File: config.mk
export PLATFORM = sky130hd
export DESIGN_NAME = sha1_message_digest_core
export DESIGN_NICKNAME = d
export VERILOG_FILES = /design/src/sha1_pkg.sv /design/src/sha1_message_digest_core.sv /design/src/sha1_round.sv
export SDC_FILE = /design/constraint.sdc
export NUM_CORES = 2
export LEC_CHECK = 0
export ABC_AREA = 1
export BUFFER_PORTS_ARGS = -buffer_cell sky130_fd_sc_hd__buf_2
export CAP_MARGIN = 20
export CORE_MARGIN = 3
export CORE_UTILIZATION = 60
export CTS_BUF_LIST = sky130_fd_sc_hd__clkbuf_4 sky130_fd_sc_hd__clkbuf_8
export CTS_CLUSTER_SIZE = 24
export DETAILED_ROUTE_END_ITERATION = 8
export PLACE_DENSITY_LB_ADDON = 0.05
export REMOVE_ABC_BUFFERS = 1
export SYNTH_ARGS = -nofsm -noshare
export SYNTH_HDL_FRONTEND = slang
export SYNTH_SLANG_ARGS = --single-unit
File: constraint.sdc
create_clock -name i_clk -period 21.7 [get_ports i_clk]
set_input_delay 4.34 -clock i_clk [delete_from_list [all_inputs] [get_ports i_clk]]
set_output_delay 4.34 -clock i_clk [all_outputs]
set_load 0.01 [all_outputs]
File: src/sha1_pkg.sv
// SHA-1 package: constants, state type, work-register struct and round helpers.
`default_nettype none

package sha1_pkg;

    localparam int unsigned WordW    = 32;
    localparam int unsigned BlkWords = 16;
    localparam int unsigned HashN    = 5;

    typedef logic [WordW-1:0] t_word;

    localparam t_word H0 = 32'h67452301;
    localparam t_word H1 = 32'hEFCDAB89;
    localparam t_word H2 = 32'h98BADCFE;
    localparam t_word H3 = 32'h10325476;
    localparam t_word H4 = 32'hC3D2E1F0;

    localparam t_word K0 = 32'h5A827999;
    localparam t_word K1 = 32'h6ED9EBA1;
    localparam t_word K2 = 32'h8F1BBCDC;
    localparam t_word K3 = 32'hCA62C1D6;

    localparam logic [7:0] PAD_BYTE = 8'h80;

    // Round boundaries
    localparam logic [6:0] RND_SCHED = 7'd16;
    localparam logic [6:0] RND_F1    = 7'd20;
    localparam logic [6:0] RND_F2    = 7'd40;
    localparam logic [6:0] RND_F3    = 7'd60;
    localparam logic [6:0] RND_LAST  = 7'd79;

    localparam logic [2:0] IDX_LAST  = 3'd4;
    localparam logic [5:0] POS_LAST  = 6'd63;

    typedef enum logic [2:0] {
        ST_IDLE,
        ST_PAD,
        ST_ROUND,
        ST_ADD,
        ST_OUT
    } t_state;

    typedef struct packed {
        t_word a;
        t_word b;
        t_word c;
        t_word d;
        t_word e;
    } t_work;

    function automatic t_word rotl1(input t_word v);
        return {v[WordW-2:0], v[WordW-1]};
    endfunction

    function automatic t_word rotl5(input t_word v);
        return {v[WordW-6:0], v[WordW-1:WordW-5]};
    endfunction

    function automatic t_word rotl30(input t_word v);
        return {v[1:0], v[WordW-1:2]};
    endfunction

    function automatic t_word sha1_f(input logic [6:0] rnd, input t_word b,
                                     input t_word c, input t_word d);
        t_word f;
        if (rnd < RND_F1) begin
            f = (b & c) | (~b & d);
        end else if (rnd < RND_F2) begin
            f = b ^ c ^ d;
        end else if (rnd < RND_F3) begin
            f = (b & c) | (b & d) | (c & d);
        end else begin
            f = b ^ c ^ d;
        end
        return f;
    endfunction

    function automatic t_word sha1_k(input logic [6:0] rnd);
        t_word k;
        if (rnd < RND_F1) begin
            k = K0;
        end else if (rnd < RND_F2) begin
            k = K1;
        end else if (rnd < RND_F3) begin
            k = K2;
        end else begin
            k = K3;
        end
        return k;
    endfunction

endpackage

`default_nettype wire

File: src/sha1_message_digest_core.sv
// SHA-1 message digest core: byte stream in, five digest words out.
`default_nettype none

// Channel   Direction  Handshake            Payload
// -------   ---------  -------------------  -----------------------------------------
// input     in         i_valid / o_ready    i_byte_value, i_byte_present, i_is_last
// output    out        o_valid / i_ready    o_digest_word, o_word_index, o_last_word
//
// A byte request that neither fills the block nor is last leaves the core idle, o_ready high.
// A byte that fills the 64-byte block starts a compression: 80 rounds through the single
// shared round unit, one per cycle, then the hash add into h0..h4.
// A last request then feeds padding and length bytes one per cycle up to the block end,
// compresses (once or twice), and presents h0..h4 one word per accepted transfer.
// Reset (i_rst_n low, synchronous) loads the initial hash and clears count and control.
// A stalled output holds its word; no input is taken until the fifth word is accepted.

module sha1_message_digest_core (
    input  wire logic                  i_clk,
    input  wire logic                  i_rst_n,
    input  wire logic                  i_valid,
    output logic                       o_ready,
    input  wire logic [7:0]            i_byte_value,
    input  wire logic                  i_byte_present,
    input  wire logic                  i_is_last,
    output logic                       o_valid,
    input  wire logic                  i_ready,
    output sha1_pkg::t_word            o_digest_word,
    output logic [2:0]                 o_word_index,
    output logic                       o_last_word
);
    import sha1_pkg::*;

    t_state        r_state, n_state;
    t_word         r_h   [HashN];
    t_word         r_blk [BlkWords];   // shift line, r_blk[0] is the oldest word
    logic [23:0]   r_acc;              // bytes of the word being packed
    logic [5:0]    r_pos;              // byte position in block
    logic [60:0]   r_cnt;              // message bytes, wraps at 2^61
    logic [63:0]   r_len;              // bit length, MSB byte first
    t_work         r_work;
    logic [6:0]    r_round;
    logic          r_first;            // next pad byte is the 0x80 marker
    logic          r_wrap;             // marker landed in the length slot
    logic          r_next_pad;
    logic          r_final;
    logic [2:0]    r_idx;

    logic          in_acc, out_acc;
    logic          byte_we;
    logic [7:0]    byte_val;
    logic          pad_len;
    logic [60:0]   cnt_nx;
    t_work         rnd_work;
    t_word         rnd_wr;

    assign in_acc  = i_valid && o_ready;
    assign out_acc = o_valid && i_ready;
    assign cnt_nx  = r_cnt + {60'd0, i_byte_present};

    // Length bytes go to positions 56..63 of the block that has room for them
    assign pad_len = !r_first && (r_pos[5:3] == 3'b111) && !r_wrap;

    sha1_round u_round (
        .i_work  (r_work),
        .i_round (r_round),
        .i_w0    (r_blk[0]),
        .i_w2    (r_blk[2]),
        .i_w8    (r_blk[8]),
        .i_w13   (r_blk[13]),
        .o_work  (rnd_work),
        .o_wr    (rnd_wr)
    );

    // Next state
    always_comb begin
        n_state = r_state;
        case (r_state)
            ST_IDLE: begin
                if (in_acc) begin
                    if (i_byte_present && (r_pos == POS_LAST)) begin
                        n_state = ST_ROUND;
                    end else if (i_is_last) begin
                        n_state = ST_PAD;
                    end
                end
            end
            ST_PAD: begin
                if (r_pos == POS_LAST) begin
                    n_state = ST_ROUND;
                end
            end
            ST_ROUND: begin
                if (r_round == RND_LAST) begin
                    n_state = ST_ADD;
                end
            end
            ST_ADD: begin
                if (r_final) begin
                    n_state = ST_OUT;
                end else if (r_next_pad) begin
                    n_state = ST_PAD;
                end else begin
                    n_state = ST_IDLE;
                end
            end
            ST_OUT: begin
                if (out_acc && (r_idx == IDX_LAST)) begin
                    n_state = ST_IDLE;
                end
            end
            default: n_state = ST_IDLE;
        endcase
    end

    // State-driven outputs and byte source
    always_comb begin
        o_ready  = 1'b0;
        o_valid  = 1'b0;
        byte_we  = 1'b0;
        byte_val = i_byte_value;
        case (r_state)
            ST_IDLE: begin
                o_ready = 1'b1;
                byte_we = in_acc && i_byte_present;
            end
            ST_PAD: begin
                byte_we = 1'b1;
                if (r_first) begin
                    byte_val = PAD_BYTE;
                end else if (pad_len) begin
                    byte_val = r_len[63:56];
                end else begin
                    byte_val = 8'd0;
                end
            end
            ST_OUT: begin
                o_valid = 1'b1;
            end
            default: begin
                o_ready = 1'b0;
            end
        endcase
    end

    always_comb begin
        case (r_idx)
            3'd0:    o_digest_word = r_h[0];
            3'd1:    o_digest_word = r_h[1];
            3'd2:    o_digest_word = r_h[2];
            3'd3:    o_digest_word = r_h[3];
            default: o_digest_word = r_h[4];
        endcase
    end

    assign o_word_index = r_idx;
    assign o_last_word  = (r_idx == IDX_LAST);

    // Block shift line: packed message words in, schedule words during rounds
    always_ff @(posedge i_clk) begin
        if (r_state == ST_ROUND) begin
            for (int i = 0; i < BlkWords - 1; i++) begin
                r_blk[i] <= r_blk[i+1];
            end
            r_blk[BlkWords-1] <= rnd_wr;
        end else if (byte_we && (r_pos[1:0] == 2'b11)) begin
            for (int i = 0; i < BlkWords - 1; i++) begin
                r_blk[i] <= r_blk[i+1];
            end
            r_blk[BlkWords-1] <= {r_acc, byte_val};
        end
        if (byte_we) begin
            r_acc <= {r_acc[15:0], byte_val};
        end
        if (r_state == ST_ROUND) begin
            r_work  <= rnd_work;
            r_round <= r_round + 7'd1;
        end else begin
            r_work  <= '{a: r_h[0], b: r_h[1], c: r_h[2], d: r_h[3], e: r_h[4]};
            r_round <= 7'd0;
        end
        if (in_acc && i_is_last) begin
            r_len <= {cnt_nx, 3'b000};
        end else if ((r_state == ST_PAD) && pad_len) begin
            r_len <= {r_len[55:0], 8'd0};
        end
    end

    // Control and hash state
    always_ff @(posedge i_clk) begin
        if (!i_rst_n) begin
            r_state    <= ST_IDLE;
            r_h[0]     <= H0;
            r_h[1]     <= H1;
            r_h[2]     <= H2;
            r_h[3]     <= H3;
            r_h[4]     <= H4;
            r_pos      <= 6'd0;
            r_cnt      <= 61'd0;
            r_first    <= 1'b0;
            r_wrap     <= 1'b0;
            r_next_pad <= 1'b0;
            r_final    <= 1'b0;
            r_idx      <= 3'd0;
        end else begin
            r_state <= n_state;
            if (byte_we) begin
                r_pos <= r_pos + 6'd1;
            end
            if (in_acc) begin
                r_cnt      <= cnt_nx;
                r_next_pad <= i_is_last;
                r_final    <= 1'b0;
                r_first    <= i_is_last;
                r_wrap     <= 1'b0;
            end
            if (r_state == ST_PAD) begin
                r_first <= 1'b0;
                if (r_pos == POS_LAST) begin
                    r_final <= !(r_first || r_wrap);
                    r_wrap  <= 1'b0;
                end else if (r_first) begin
                    r_wrap <= (r_pos[5:3] == 3'b111);
                end
            end
            if (r_state == ST_ADD) begin
                r_h[0] <= r_h[0] + r_work.a;
                r_h[1] <= r_h[1] + r_work.b;
                r_h[2] <= r_h[2] + r_work.c;
                r_h[3] <= r_h[3] + r_work.d;
                r_h[4] <= r_h[4] + r_work.e;
            end
            if (out_acc) begin
                if (r_idx == IDX_LAST) begin
                    r_idx      <= 3'd0;
                    r_h[0]     <= H0;
                    r_h[1]     <= H1;
                    r_h[2]     <= H2;
                    r_h[3]     <= H3;
                    r_h[4]     <= H4;
                    r_cnt      <= 61'd0;
                    r_next_pad <= 1'b0;
                    r_final    <= 1'b0;
                end else begin
                    r_idx <= r_idx + 3'd1;
                end
            end
        end
    end

endmodule

`default_nettype wire

File: src/sha1_round.sv
// SHA-1 round datapath: schedule word and one round of the a..e update.
`default_nettype none

module sha1_round (
    input  sha1_pkg::t_work    i_work,
    input  logic [6:0]         i_round,
    input  sha1_pkg::t_word    i_w0,
    input  sha1_pkg::t_word    i_w2,
    input  sha1_pkg::t_word    i_w8,
    input  sha1_pkg::t_word    i_w13,
    output sha1_pkg::t_work    o_work,
    output sha1_pkg::t_word    o_wr
);
    import sha1_pkg::*;

    t_word wr;
    t_word t;

    // First 16 rounds take the block words as they are
    assign wr = (i_round < RND_SCHED) ? i_w0 : rotl1(i_w13 ^ i_w8 ^ i_w2 ^ i_w0);

    assign t = rotl5(i_work.a) + sha1_f(i_round, i_work.b, i_work.c, i_work.d)
             + i_work.e + sha1_k(i_round) + wr;

    assign o_work = '{a: t, b: i_work.a, c: rotl30(i_work.b), d: i_work.c, e: i_work.d};
    assign o_wr   = wr;

endmodule

`default_nettype wire

==> flow_summary.toml <==
[run_status]
status = "finished, final reports clean"

[clock_tree]
cts.sinks = 1001
clock-root-buffer = "clkbuf_8"
htree_levels = 4
cts_hold_buf = 0
cts_tree = "done"
clk_pin_slew_ns = 0.06
cts_setup_buffers = 0
cts_buffers = 164
clk_latency_ns = 0.88
cts_resized = 0
clockBufferDepth = 3

[place]
hpwl_um = 113500
gp_routability_congestion = 1.062
numPortBuffers = 51

[sta]
finalCriticalPeriod_ns = 8.770
setup_viol = 0
skew_ns = 0.04718
report.final.hold_viol_count = 0
slew_headroom_pct = 18.94
tightest_slew_ns = 1.203
max_freq_ghz = 0.1140
maxSlewViolCount = 0
min_period_over_period_pct = 40.41
rsz0062_at_grt = "no"
fin_setup_tns_ns = 0

[floorplanning]
die_x_um = 299.1
die_area_um2 = 89460
fp-row-count = 106
core_um2 = 84350
die_y_um = 299.1
io_pins = 52
start_util_pct = 61.11

[worst_setup_path]
slowest_delay_ns = 0.87
path_class = "in -> reg"
cp_slowest_cell = "o21ai_4"
r2r-end = "r_work[143]"
crit_chain = "buf_2 -> nand2_2 -> o21ai_4 -> nand2_1 -> nand2_4 -> buf_4 -> buf_4 -> buf_12"
r2r_setup_slack_ns = 15.25
cp_common_cell = "buf_4"
worstPathArrival_ns = 9.24
reg2reg_depth = 22
crit_required_ns = 22.17
end_kind = "flip-flop"
r2r-start = "r_round[4]"
crit_fanout = 208
start_kind = "input pin"

[yosys]
yosysWarnings = 0
synthDistinctLibCells = 63
ys_ff_latch = 1001
syn_area_per_cell_um2 = 9.734
synth-edff-count = 757
netlist_area_um2 = 51540
postSynthCellCount = 5295
ys_seq_area_share_pct = 53.58
async_flop_share_pct = 0
synth_ff_type = "edfxtp_1"

[layout]
final_cell_mix = "1092 x nand2_1, 757 x edfxtp_1, 633 x inv_1"
drive_above_1_share_pct = 7.756
ff_latch_area_um2 = 27620
multi_input_area_um2 = 21060
final_common_cell = "nand2_1"
fillers = 6852
nNetsFinal = 5761
areaGrowthSynthToFinish_pct = 9.620

[drt]
routedWlPerCell_um = 22.71
ant_nets = 0
viasPerCell = 5.887
dr.pass1.iters = 6
drt_iter0_drc = 4058
routed_wl_um = 152000
drcViolationCount = 0
num_vias = 39410

[global_route]
antenna_found_initial = 7
grt_first_pass_wirelength_um = 226400
grt_max_degree = 209
grt_pass1_vias = 37450
grt_overflow = 0
track_usage_pct = 33.90

[hold_path]
hold_path_class = "reg -> reg"
worstHoldPathCells = 0
min_from = "r_blk[1][140]"
hold_end = "r_blk[1][108]"

[run]
cap_violations = 0
-- worst max-delay path by stage --
stage          slack (ns)             to  cells after the start        from
2_1_floorplan        3.66    r_blk[0][0]                      4  r_state[1]
3_3_place_gp        12.07  r_blk[0][214]                      8     i_valid
3_5_place_dp        12.03  r_blk[0][214]                      8     i_valid
4_1_cts             13.05  r_blk[0][248]                      8     i_valid
5_1_grt             12.54  r_blk[0][248]                      8     i_valid
6_report            12.93  r_blk[0][151]                      8     i_valid
-- cell usage after synthesis (6+ instances only) --
master / n / area (um2)
a221oi_1: 34 / 297.8
nor3_1: 41 / 205.2
or2_2: 21 / 131.4
or2_1: 10 / 62.56
o21ai_1: 30 / 150.1
a21oi_1: 400 / 2002
a31oi_1: 18 / 112.6
xnor2_1: 117 / 1025
xor2_1: 69 / 604.3
edfxtp_1: 757 / 22730
nand3b_1: 11 / 82.58
o21a_1: 38 / 285.3
a21boi_0: 9 / 67.56
a22o_1: 7 / 61.31
dfxtp_1: 244 / 4885
o21ai_0: 474 / 2372
clkbuf_1: 89 / 334.1
o21bai_1: 14 / 105.1
ha_1: 202 / 2527
nor2_1: 365 / 1370
nor4_1: 8 / 50.05
nand2_1: 1096 / 4114
a21o_1: 34 / 255.2
o211ai_1: 25 / 187.7
buf_2: 31 / 155.2
nor2_2: 6 / 37.54
nand3_1: 206 / 1031
a211oi_1: 6 / 45.04
nand4_1: 70 / 437.9
fa_1: 125 / 2502
o221ai_1: 19 / 166.4
a32o_1: 18 / 180.2
inv_1: 634 / 2380
-- worst max-delay path, delay by kind of cell --
kind,cells,cell delay [ns]
simple gates,3,1.15
compound gates,1,0.87
buf+inv,4,2.52
-- through the flow --
step                cell area, um2  worst slack, ns  hold slack, ns  utilization [%]  instances
floorplan                    51050            3.662          0.4003                -       5174
global placement             53000            12.07          0.4003            62.83       6388
detailed placement           53000            12.03          0.4045            62.83       6388
CTS                          56490            13.05          0.4004            66.98       6691
global route                 56500            12.54          0.4050            66.98       6693
finish                       56500            12.93          0.4010            66.98       6694
-- final cells by class --
cell class	count	area share, %
flip-flops and latches	1001	48.88
multi-input cells	3531	37.28
clock buffers	248	5.355
inverters	642	4.281
well taps	1134	2.511
repair buffers	80	0.8592
clock inverters	55	0.8282
diodes	3	0.01329
-- layer usage --
layer | GRT usage [%] | wire, um | part of all wire (%)
met4 | 17.31 | 8264 | 5.4
met5 | 0 | 0 | 0
met3 | 6.859 | 14340 | 9.4
met2 | 50.37 | 66400 | 44
met1 | 47.59 | 63000 | 41
-- flip-flops by register name, summed over array words and instances (netlist names), 6 cells and up --
name     cells
r_acc       24
r_cnt       61
r_h        160
r_blk      512
r_round      7
r_len       61
r_pos        6
r_work     160
-- logic make-up after synthesis --
group | after synthesis | synth area share, %
DFF | 1001 | 53.58
xor gates and xnor gates | 186 | 3.161
buffers and inverters | 763 | 5.639
adders and majority gates | 327 | 9.758
and+or+nand+nor | 1869 | 15.27
AOI/OAI and AO/OA | 1149 | 12.59
Power is left out: the tool's default activity adds up to more than one toggle a clock period on the data nets, which glitch-free logic cannot reach.
